**src/hw/rtl/edf_pkg.sv**
```systemverilog
package edf_pkg;

  typedef struct packed {
    logic        kind;
    logic [15:0] burst_len;
    logic [31:0] due_time;
  } edf_in_t;

  typedef struct packed {
    logic [2:0]  event_res;
    logic [15:0] task_id;
    logic [31:0] now_time;
    logic [31:0] task_due;
    logic        last;
  } edf_out_t;

  localparam logic       KIND_ADD     = 1'b0;
  localparam logic       KIND_TICK    = 1'b1;
  localparam logic [2:0] EV_STARTED   = 3'd0;
  localparam logic [2:0] EV_DONE_OK   = 3'd1;
  localparam logic [2:0] EV_DONE_LATE = 3'd2;
  localparam logic [2:0] EV_MISSED    = 3'd3;
  localparam logic [2:0] EV_ADDED     = 3'd4;
  localparam logic [2:0] EV_REJECTED  = 3'd5;

  localparam logic [31:0] TIME_MAX = 32'hFFFF_FFFF;

  // Which record a new event is built from.
  typedef enum logic [2:0] {
    EM_REJ, EM_ADD, EM_MISS, EM_START, EM_ZDONE, EM_RUN
  } emit_sel_e;

  typedef struct packed {
    logic      accept;
    logic      find_step;
    logic      add_write;
    logic      scan_go;
    logic      emit;
    emit_sel_e sel;
    logic      free_best;
    logic      free_run;
    logic      start_run;
    logic      adv;
    logic      flush;
  } edf_cmd_t;

  typedef struct packed {
    logic is_add;
    logic emit_ok;
    logic flush_ok;
    logic full;
    logic free_here;
    logic scan_busy;
    logic best_vld;
    logic best_late;
    logic best_zero;
    logic busy;
    logic last_unit;
    logic pend_vld;
  } edf_sts_t;

endpackage

```
**src/hw/rtl/edf_ctrl.sv**
```systemverilog
module edf_ctrl (
  input  logic             clk_i,
  input  logic             rst_ni,
  input  logic             in_valid_i,
  output logic             in_stall_o,
  input  edf_pkg::edf_sts_t sts_i,
  output edf_pkg::edf_cmd_t cmd_o
);

  typedef enum logic [3:0] {
    S_IDLE, S_ADD, S_FIND, S_SCAN, S_PICK, S_ZERO, S_ADV, S_DONE, S_FLUSH
  } state_e;

  state_e state_q, state_d;
  logic   phase2_q, phase2_d;

  assign in_stall_o = (state_q != S_IDLE);

  always_comb begin
    cmd_o    = '0;
    cmd_o.sel = edf_pkg::EM_REJ;
    state_d  = state_q;
    phase2_d = phase2_q;
    case (state_q)
      S_IDLE: begin
        if (in_valid_i) begin
          cmd_o.accept = 1'b1;
          phase2_d     = 1'b0;
          if (sts_i.is_add) begin
            state_d = S_ADD;
          end else if (sts_i.busy) begin
            state_d = S_ADV;
          end else begin
            cmd_o.scan_go = 1'b1;
            state_d       = S_SCAN;
          end
        end
      end
      S_ADD: begin
        if (sts_i.full) begin
          cmd_o.emit = 1'b1;
          cmd_o.sel  = edf_pkg::EM_REJ;
          state_d    = S_FLUSH;
        end else begin
          state_d = S_FIND;
        end
      end
      S_FIND: begin
        if (!sts_i.free_here) begin
          cmd_o.find_step = 1'b1;
        end else if (sts_i.emit_ok) begin
          cmd_o.add_write = 1'b1;
          cmd_o.emit      = 1'b1;
          cmd_o.sel       = edf_pkg::EM_ADD;
          state_d         = S_FLUSH;
        end
      end
      S_SCAN: begin
        if (!sts_i.scan_busy) state_d = S_PICK;
      end
      S_PICK: begin
        if (!sts_i.best_vld) begin
          state_d = phase2_q ? S_FLUSH : S_ADV;
        end else if (sts_i.emit_ok) begin
          cmd_o.emit = 1'b1;
          if (sts_i.best_late) begin
            cmd_o.sel       = edf_pkg::EM_MISS;
            cmd_o.free_best = 1'b1;
            cmd_o.scan_go   = 1'b1;
            state_d         = S_SCAN;
          end else begin
            cmd_o.sel = edf_pkg::EM_START;
            if (sts_i.best_zero) begin
              state_d = S_ZERO;
            end else begin
              cmd_o.start_run = 1'b1;
              state_d         = phase2_q ? S_FLUSH : S_ADV;
            end
          end
        end
      end
      S_ZERO: begin
        if (sts_i.emit_ok) begin
          cmd_o.emit      = 1'b1;
          cmd_o.sel       = edf_pkg::EM_ZDONE;
          cmd_o.free_best = 1'b1;
          cmd_o.scan_go   = 1'b1;
          state_d         = S_SCAN;
        end
      end
      S_ADV: begin
        cmd_o.adv = 1'b1;
        state_d   = (sts_i.busy && sts_i.last_unit) ? S_DONE : S_FLUSH;
      end
      S_DONE: begin
        if (sts_i.emit_ok) begin
          cmd_o.emit     = 1'b1;
          cmd_o.sel      = edf_pkg::EM_RUN;
          cmd_o.free_run = 1'b1;
          cmd_o.scan_go  = 1'b1;
          phase2_d       = 1'b1;
          state_d        = S_SCAN;
        end
      end
      S_FLUSH: begin
        if (!sts_i.pend_vld) begin
          state_d = S_IDLE;
        end else if (sts_i.flush_ok) begin
          cmd_o.flush = 1'b1;
          state_d     = S_IDLE;
        end
      end
      default: state_d = S_IDLE;
    endcase
  end

  always_ff @(posedge clk_i or negedge rst_ni) begin
    if (!rst_ni) begin
      state_q  <= S_IDLE;
      phase2_q <= 1'b0;
    end else begin
      state_q  <= state_d;
      phase2_q <= phase2_d;
    end
  end

endmodule

```
**src/hw/rtl/edf_dp.sv**
```systemverilog
module edf_dp #(
  parameter int unsigned TABLE_DEPTH = 16
) (
  input  logic               clk_i,
  input  logic               rst_ni,
  input  edf_pkg::edf_in_t   in_data_i,
  input  edf_pkg::edf_cmd_t  cmd_i,
  output edf_pkg::edf_sts_t  sts_o,
  output logic               out_valid_o,
  input  logic               out_stall_i,
  output edf_pkg::edf_out_t  out_data_o
);

  localparam int unsigned AW = $clog2(TABLE_DEPTH);
  localparam int unsigned CW = $clog2(TABLE_DEPTH + 1);
  localparam logic [AW-1:0] LAST_IDX = AW'(TABLE_DEPTH - 1);

  // table storage
  logic [15:0] mem_id    [TABLE_DEPTH];
  logic [15:0] mem_burst [TABLE_DEPTH];
  logic [31:0] mem_due   [TABLE_DEPTH];
  logic [TABLE_DEPTH-1:0] valid_q;
  logic [AW-1:0] rank_q [TABLE_DEPTH];
  logic [CW-1:0] count_q;

  edf_pkg::edf_in_t in_q;
  logic [31:0] now_q;
  logic [15:0] next_id_q;
  logic [AW-1:0] ptr_q;
  logic scan_q, cmp_pend_q, cmp_vld_q;
  logic [AW-1:0] cmp_idx_q, cmp_rank_q;
  logic [15:0] rd_id_q, rd_burst_q;
  logic [31:0] rd_due_q;

  logic best_vld_q;
  logic [AW-1:0] best_idx_q, best_rank_q;
  logic [15:0] best_id_q, best_burst_q;
  logic [31:0] best_due_q;

  logic busy_q;
  logic [AW-1:0] run_idx_q;
  logic [15:0] run_id_q, rem_q;
  logic [31:0] run_due_q;

  logic pend_vld_q, out_vld_q;
  edf_pkg::edf_out_t pend_q, out_q, out_d, new_rec;

  logic out_free, better, free_en, load_out;
  logic [AW-1:0] fr_idx, fr_rank;

  assign out_free = !out_vld_q || !out_stall_i;
  assign better = cmp_vld_q && (!best_vld_q || (rd_due_q < best_due_q) ||
                  ((rd_due_q == best_due_q) && (cmp_rank_q < best_rank_q)));
  assign free_en = cmd_i.free_best || cmd_i.free_run;
  assign fr_idx  = cmd_i.free_run ? run_idx_q : best_idx_q;
  assign fr_rank = rank_q[fr_idx];
  assign load_out = (cmd_i.emit && pend_vld_q) || cmd_i.flush;

  always_comb begin
    new_rec          = '0;
    new_rec.now_time = now_q;
    case (cmd_i.sel)
      edf_pkg::EM_REJ: begin
        new_rec.event_res = edf_pkg::EV_REJECTED;
        new_rec.task_due  = in_q.due_time;
      end
      edf_pkg::EM_ADD: begin
        new_rec.event_res = edf_pkg::EV_ADDED;
        new_rec.task_id   = next_id_q;
        new_rec.task_due  = in_q.due_time;
      end
      edf_pkg::EM_MISS, edf_pkg::EM_START, edf_pkg::EM_ZDONE: begin
        new_rec.event_res = (cmd_i.sel == edf_pkg::EM_MISS)  ? edf_pkg::EV_MISSED :
                            (cmd_i.sel == edf_pkg::EM_START) ? edf_pkg::EV_STARTED :
                                                               edf_pkg::EV_DONE_OK;
        new_rec.task_id   = best_id_q;
        new_rec.task_due  = best_due_q;
      end
      edf_pkg::EM_RUN: begin
        new_rec.event_res = (now_q <= run_due_q) ? edf_pkg::EV_DONE_OK
                                                 : edf_pkg::EV_DONE_LATE;
        new_rec.task_id   = run_id_q;
        new_rec.task_due  = run_due_q;
      end
      default: new_rec = '0;
    endcase
  end

  // held event moves on; last is set only by the flush
  always_comb begin
    out_d      = pend_q;
    out_d.last = cmd_i.flush;
  end

  // memory: one write port (add), one registered read port (scan)
  always_ff @(posedge clk_i) begin
    if (cmd_i.add_write) begin
      mem_id[ptr_q]    <= next_id_q;
      mem_burst[ptr_q] <= in_q.burst_len;
      mem_due[ptr_q]   <= in_q.due_time;
    end
    rd_id_q    <= mem_id[ptr_q];
    rd_burst_q <= mem_burst[ptr_q];
    rd_due_q   <= mem_due[ptr_q];
    cmp_idx_q  <= ptr_q;
    cmp_rank_q <= rank_q[ptr_q];
  end

  // payload registers
  always_ff @(posedge clk_i) begin
    if (cmd_i.accept) in_q <= in_data_i;
    if (better) begin
      best_idx_q   <= cmp_idx_q;
      best_rank_q  <= cmp_rank_q;
      best_id_q    <= rd_id_q;
      best_burst_q <= rd_burst_q;
      best_due_q   <= rd_due_q;
    end
    if (cmd_i.start_run) begin
      run_idx_q <= best_idx_q;
      run_id_q  <= best_id_q;
      run_due_q <= best_due_q;
    end
    if (cmd_i.emit) pend_q <= new_rec;
    if (load_out) out_q <= out_d;
  end

  always_ff @(posedge clk_i or negedge rst_ni) begin
    if (!rst_ni) begin
      valid_q    <= '0;
      for (int i = 0; i < TABLE_DEPTH; i++) rank_q[i] <= '0;
      count_q    <= '0;
      now_q      <= '0;
      next_id_q  <= 16'd1;
      ptr_q      <= '0;
      scan_q     <= 1'b0;
      cmp_pend_q <= 1'b0;
      cmp_vld_q  <= 1'b0;
      best_vld_q <= 1'b0;
      busy_q     <= 1'b0;
      rem_q      <= '0;
      pend_vld_q <= 1'b0;
      out_vld_q  <= 1'b0;
    end else begin
      cmp_pend_q <= scan_q;
      cmp_vld_q  <= scan_q && valid_q[ptr_q];
      if (cmd_i.scan_go) begin
        ptr_q      <= '0;
        scan_q     <= 1'b1;
        best_vld_q <= 1'b0;
      end else begin
        if (better) best_vld_q <= 1'b1;
        if (scan_q) begin
          if (ptr_q == LAST_IDX) scan_q <= 1'b0;
          else ptr_q <= ptr_q + 1'b1;
        end else if (cmd_i.accept) begin
          ptr_q <= '0;
        end else if (cmd_i.find_step) begin
          ptr_q <= ptr_q + 1'b1;
        end
      end
      if (cmd_i.add_write) begin
        valid_q[ptr_q] <= 1'b1;
        rank_q[ptr_q]  <= count_q[AW-1:0];
        count_q        <= count_q + 1'b1;
        next_id_q      <= next_id_q + 16'd1;
      end
      if (free_en) begin
        for (int i = 0; i < TABLE_DEPTH; i++) begin
          if (valid_q[i] && (rank_q[i] > fr_rank)) rank_q[i] <= rank_q[i] - 1'b1;
        end
        valid_q[fr_idx] <= 1'b0;
        count_q         <= count_q - 1'b1;
      end
      if (cmd_i.start_run) begin
        busy_q <= 1'b1;
        rem_q  <= best_burst_q;
      end
      if (cmd_i.free_run) busy_q <= 1'b0;
      if (cmd_i.adv) begin
        if (now_q != edf_pkg::TIME_MAX) now_q <= now_q + 32'd1;
        if (busy_q) rem_q <= rem_q - 16'd1;
      end
      if (cmd_i.emit) pend_vld_q <= 1'b1;
      else if (cmd_i.flush) pend_vld_q <= 1'b0;
      if (load_out) out_vld_q <= 1'b1;
      else if (out_vld_q && !out_stall_i) out_vld_q <= 1'b0;
    end
  end

  always_comb begin
    sts_o           = '0;
    sts_o.is_add    = (in_data_i.kind == edf_pkg::KIND_ADD);
    sts_o.emit_ok   = !pend_vld_q || out_free;
    sts_o.flush_ok  = out_free;
    sts_o.full      = (count_q == CW'(TABLE_DEPTH));
    sts_o.free_here = !valid_q[ptr_q];
    sts_o.scan_busy = scan_q || cmp_pend_q;
    sts_o.best_vld  = best_vld_q;
    sts_o.best_late = (now_q > best_due_q);
    sts_o.best_zero = (best_burst_q == 16'd0);
    sts_o.busy      = busy_q;
    sts_o.last_unit = (rem_q == 16'd1);
    sts_o.pend_vld  = pend_vld_q;
  end

  assign out_valid_o = out_vld_q;
  assign out_data_o  = out_q;

endmodule

```
**src/hw/rtl/edf_task_scheduler.sv**
```systemverilog
// Non-preemptive earliest-deadline-first scheduler over a TABLE_DEPTH-entry task table.
// Input channel (in_valid_i / in_stall_o / in_data_i): an add stores a task and
// reports added (or rejected when full); a tick advances time, runs the current
// task one unit and, when idle or on a finish, picks the earliest-deadline task.
// Output channel (out_valid_o / out_stall_i / out_data_o): one transfer per event;
// the final event an item causes carries last = 1. A tick with nothing to do
// yields no transfer.
// Items are handled one at a time; in_stall_o is high from the accepting edge
// until the item's last event sits in the output register.
// A rejected add goes from the add check straight to the flush; a stored add
// first searches for a free slot, one entry per cycle. Each pick is a full table
// pass plus decision through the single memory read port, repeated after every
// drop or zero-burst finish; a tick also advances time once and, when the
// running task ends, finishes it and picks again.
// Events are held one deep before the output register so last can be set; a
// stalled receiver freezes the output register and the sequencer waits on it.
// Reset clears time, valid bits, run state and sets the next id to one; the
// table contents themselves are not cleared (entries are read only when valid).
module edf_task_scheduler #(
  parameter int unsigned TABLE_DEPTH = 16
) (
  input  logic              clk_i,
  input  logic              rst_ni,
  input  logic              in_valid_i,
  output logic              in_stall_o,
  input  edf_pkg::edf_in_t  in_data_i,
  output logic              out_valid_o,
  input  logic              out_stall_i,
  output edf_pkg::edf_out_t out_data_o
);

  edf_pkg::edf_cmd_t cmd;
  edf_pkg::edf_sts_t sts;

  // sequencer: add, scan/pick, advance, finish, flush
  edf_ctrl u_ctrl (
    .clk_i      (clk_i),
    .rst_ni     (rst_ni),
    .in_valid_i (in_valid_i),
    .in_stall_o (in_stall_o),
    .sts_i      (sts),
    .cmd_o      (cmd)
  );

  // task table, scan pipeline, run state and output staging
  edf_dp #(
    .TABLE_DEPTH (TABLE_DEPTH)
  ) u_dp (
    .clk_i       (clk_i),
    .rst_ni      (rst_ni),
    .in_data_i   (in_data_i),
    .cmd_i       (cmd),
    .sts_o       (sts),
    .out_valid_o (out_valid_o),
    .out_stall_i (out_stall_i),
    .out_data_o  (out_data_o)
  );

endmodule

```
**config.mk**
```make
export PLATFORM = sky130hd
export DESIGN_NAME = edf_task_scheduler
export DESIGN_NICKNAME = d
export VERILOG_FILES = /design/src/hw/rtl/edf_pkg.sv /design/src/hw/rtl/edf_ctrl.sv /design/src/hw/rtl/edf_dp.sv /design/src/hw/rtl/edf_task_scheduler.sv
export SDC_FILE = /design/constraint.sdc
export NUM_CORES = 2
export LEC_CHECK = 0
export ABC_AREA = 1
export BUFFER_PORTS_ARGS = -buffer_cell sky130_fd_sc_hd__clkbuf_2
export CORE_MARGIN = 2
export CORE_UTILIZATION = 45
export CTS_CLUSTER_DIAMETER = 100
export DETAILED_ROUTE_END_ITERATION = 8
export GPL_TIMING_DRIVEN = 1
export MAX_ROUTING_LAYER = met4
export PLACE_DENSITY = 0.6
export SLEW_MARGIN = 15
export SYNTH_ARGS = -nofsm -noshare
export SYNTH_HDL_FRONTEND = slang
export SYNTH_SLANG_ARGS = --single-unit
```
**constraint.sdc**
```tcl
create_clock -name clk_i -period 7.2 [get_ports clk_i]
set_clock_uncertainty 0.2 [all_clocks]
set_input_delay 1.8 -clock clk_i [delete_from_list [all_inputs] [get_ports clk_i]]
set_output_delay 1.8 -clock clk_i [all_outputs]
set_load 0.1 [all_outputs]
```
==> key figures <==
Outcome
  – Status: complete, no violations

Routing
  – Via count: 44,000
  – ANT nets after route: 0
  – DRC viols: 0
  – First-pass DRT Iterations: 6
  – Initial drt markers: 4,567
  – Final WL: 180 mm
  – Vias per inst: 5.68
  – DR WL/cell: 23.3 um

Min path
  – Worst Hold Depth: 0
  – Min-Delay Startpoint: u_dp.cmp_idx_q[1]$_DFF_P_
  – Hold WC Path Type: reg -> reg

Logic synthesis
  – Post-Synth Adder-Cell Area: 0.0360
  – Mapped Nets: 5,833
  – Yosys warns: 0
  – Post-synth ARST share: 0.103
  – Yosys top cell area share: 0.614
  – Post-synth EDFFs: 1,363
  – Post-synthesis compound-gate area fraction: 0.105
  – Post-synthesis mux area share: 0
  – Synth area leaders: edfxtp_1, dfrtp_1, o21ai_0
  – Mapped Area: 66,600 um2
  – Netlist cell types: 54
  – Main synth FF type: edfxtp_1
  – Synth Area in XOR/XNOR: 0.0108
  – Sequential cell area fraction in the yosys report: 0.698
  – Synthesized area per cell: 11.9 um2
  – Largest family of logic cells by synthesized area: simple AND/OR/NAND/NOR gates
  – Cell taking the most area after synthesis: edfxtp_1
  – Simple-gate share of the synthesized area: 0.114
  – Seq cells post-synth: 1,600
  – Mapped Cells: 5,589

Clocking
  – Num Clock Sinks: 1,600
  – Cts repair resizes: 0
  – # hold bufs at CTS: 0
  – Clock Pin Slew Worst Setup and Hold Paths: 0.06 ns
  – Clk_lat worst skew: 0.81 ns
  – Root Driver: clkbuf_16
  – Postcts setup bufs: 0
  – CTS Buffer Depth: 3
  – TritonCTS buffer count: 166
  – CTS tree: built
  – H-tree depth: 4

Setup path
  – Slowest cell on the critical path: nor2_1
  – Crit end category: flop
  – Flop2flop setup slack: 2.08 ns
  – Crit path launch: out_stall_i
  – Most common cell on crit path: nand2_1
  – Worst path max stage delay: 0.87 ns
  – Crit Reg-Reg Startpoint: u_ctrl.state_q[3]$_DFFE_PN0P_
  – Req. time, crit path: 7.65 ns
  – Crit start category: input port
  – Crit path to: u_dp.rank_q[4]$_DFF_PN0_
  – Reg2reg end: u_dp.rank_q[4]$_DFF_PN0_
  – CP Class: in -> reg
  – R2R depth: 22
  – Crit path DAT: 6.12 ns
  – Worst-path cell chain: clkbuf_2 -> nand3_2 -> nand3_4 -> nand2_1 -> o21ai_2 -> nor2_1 -> inv_1 -> nor2_1 -> a21oi_1 -> nand2_1 -> nand2_1 -> nand2_1 -> inv_1 -> nand2_1 -> ha_1 -> a21oi_1 -> a21boi_0 -> o211ai_1 -> nor2_1 -> nand2_1 -> nand2_1
  – Crit-path max FO: 16

Floorplan
  – Initial Util: 0.452
  – Die H: 389 um
  – Die area: 151,000 um2
  – IO Count: 139
  – Die Span X: 389 um
  – Core Area: 147,000 um2
  – Row count: 141

Final layout
  – ANT cells: 0
  – # fillers: 12,600
  – Most frequent cells in the layout: edfxtp_1, nand2_1, o21ai_0, nor2_1, inv_1
  – Most common cell after layout, fill and taps aside: edfxtp_1
  – Design Area, Final: 75,100 um2
  – Share of cells above drive strength 1: 0.0926
  – Area delta synth->final: 12.8%
  – Nets: 5,922

Global routing
  – Global-route wire length before repair: 271 mm
  – Antenna violations before repair: 3
  – Largest net degree at the start of global routing: 121
  – Total GRT Usage: 0.244
  – GRT overflow: 0
  – Number of global-route vias before repair: 42,100

STA
  – Hold Fails Final Rpt: 0
  – FMAX: 176 MHz
  – Worst slew pin tran: 1.12 ns
  – Normalized max-slew margin: 0.253
  – Final min period: 5.67 ns
  – Unrepaired setup endpoints after global routing: false
  – Final Cycle Share: 0.788
  – Setup_tns: 0 ns
  – Final Max Tran Viols: 0
  – Final setup vio count: 0

Placed design
  – Port Buffers: 138
  – HPWL after DPL: 102 mm
  – DP Area: 69,400 um2
  – Routability cong.: 0.898

Flow run
  – Max cap viols: 0

Power
  – PD cells: 452 nW/um2
  – Leakage: 27.1 nW
  – Peak VDD IR: 0.338 mV
-- per-layer routing --
| layer | track usage | wire length [um] | vias to the layer above | share of wire |
|---|---|---|---|---|
| met5 | - | 0 | - | 0 |
| met4 | 0.0691 | 4490 | 0 | 0.025 |
| met3 | 0.0348 | 12800 | 303 | 0.071 |
| met2 | 0.373 | 82900 | 1595 | 0.46 |
| met1 | 0.344 | 80200 | 21900 | 0.44 |
| li1 | - | - | 20200 | - |
-- stage by stage --
| step | instances | util | setup WS [ns] | hold slack [ns] | power (W) |
|---|---|---|---|---|---|
| 2_1_floorplan | 5589 | - | 0.233 | 0.142 | 0.0215 |
| 3_3_place_gp | 7439 | 0.471 | 1.09 | 0.189 | 0.0249 |
| 3_5_place_dp | 7439 | 0.471 | 0.900 | 0.189 | 0.0252 |
| 4_1_cts | 7750 | 0.510 | 1.73 | 0.202 | 0.0340 |
| 5_1_grt | 7751 | 0.510 | 1.33 | 0.210 | 0.0358 |
| 6_report | 7751 | 0.510 | 1.53 | 0.203 | 0.0339 |
-- worst max-delay path: cells and delay by family --
kind                     cells  cell delay (ns)
AO/OA/AOI/OAI                5             0.78
adder cells (fa/ha/maj)      1             0.42
buffers and inverters        3             0.37
AND/OR/NAND/NOR             12             2.76
-- cell usage after synthesis, types with 19 or more instances --
cell type / instances
edfxtp_1: 1363
nand2_1: 882
o21ai_0: 729
nor2_1: 648
inv_1: 303
o22ai_1: 258
clkbuf_1: 246
ha_1: 190
dfrtp_1: 164
a21oi_1: 142
nand4_1: 108
nand3_1: 84
dfxtp_1: 72
xor2_1: 72
o211ai_1: 59
nor3_1: 42
a22oi_1: 29
buf_2: 22
nor4_1: 20
buf_1: 19
-- cell families after synthesis --
family                   Yosys count
AO/OA/AOI/OAI                   1270
flip-flops                      1600
adder cells (fa/ha/maj)          191
buffers and inverters            612
XOR/XNOR                          82
AND/OR/NAND/NOR                 1834
-- worst min-delay path by stage --
stage | end
global placement | u_dp.best_burst_q[8]$_DFFE_PP_
global route | u_dp.best_burst_q[11]$_DFFE_PP_
detailed placement | u_dp.best_burst_q[11]$_DFFE_PP_
finish | u_dp.best_idx_q[1]$_DFFE_PP_
CTS | u_dp.best_idx_q[1]$_DFFE_PP_
floorplan | u_dp.cmp_idx_q[2]$_DFF_P_
-- registers in the layout (all words and copies together), names as in the netlist, 5 cells and up --
| register | flops |
|---|---|
| u_dp.rd_due_q | 32 |
| u_dp.out_d | 83 |
| u_dp.run_id_q | 16 |
| u_dp.rank_q | 64 |
| u_dp.rd_burst_q | 16 |
| u_dp.count_q | 5 |
| u_dp.mem_id | 256 |
| u_dp.best_burst_q | 16 |
| u_dp.valid_q | 16 |
| u_dp.best_due_q | 32 |
| u_dp.best_id_q | 16 |
| u_dp.run_due_q | 32 |
| u_dp.out_data_o | 84 |
| u_dp.rem_q | 16 |
| u_dp.rd_id_q | 16 |
| u_dp.mem_burst | 256 |
| u_dp.in_q | 48 |
| u_dp.now_q | 32 |
| u_dp.mem_due | 512 |
| u_dp.next_id_q | 16 |
-- power breakdown --
group          internal (W)  total [W]  switching (W)
Combinational       0.00294     0.0115        0.00858
Clock               0.00515    0.00883        0.00368
Sequential           0.0123     0.0136        0.00128
-- cell type report --
| type | count | area, um2 | area share |
|---|---|---|---|
| Multi-Input combinational cell | 3377 | 17900 | 0.238 |
| Timing Repair Buffer | 216 | 1440 | 0.0192 |
| Clock inverter | 81 | 980 | 0.0130 |
| Clock buffer | 230 | 4700 | 0.0626 |
| Inverter | 317 | 1210 | 0.0162 |
| Tap cell | 1930 | 2410 | 0.0321 |
| Sequential cell | 1600 | 46500 | 0.619 |
Power figures use the tool's default switching activity.
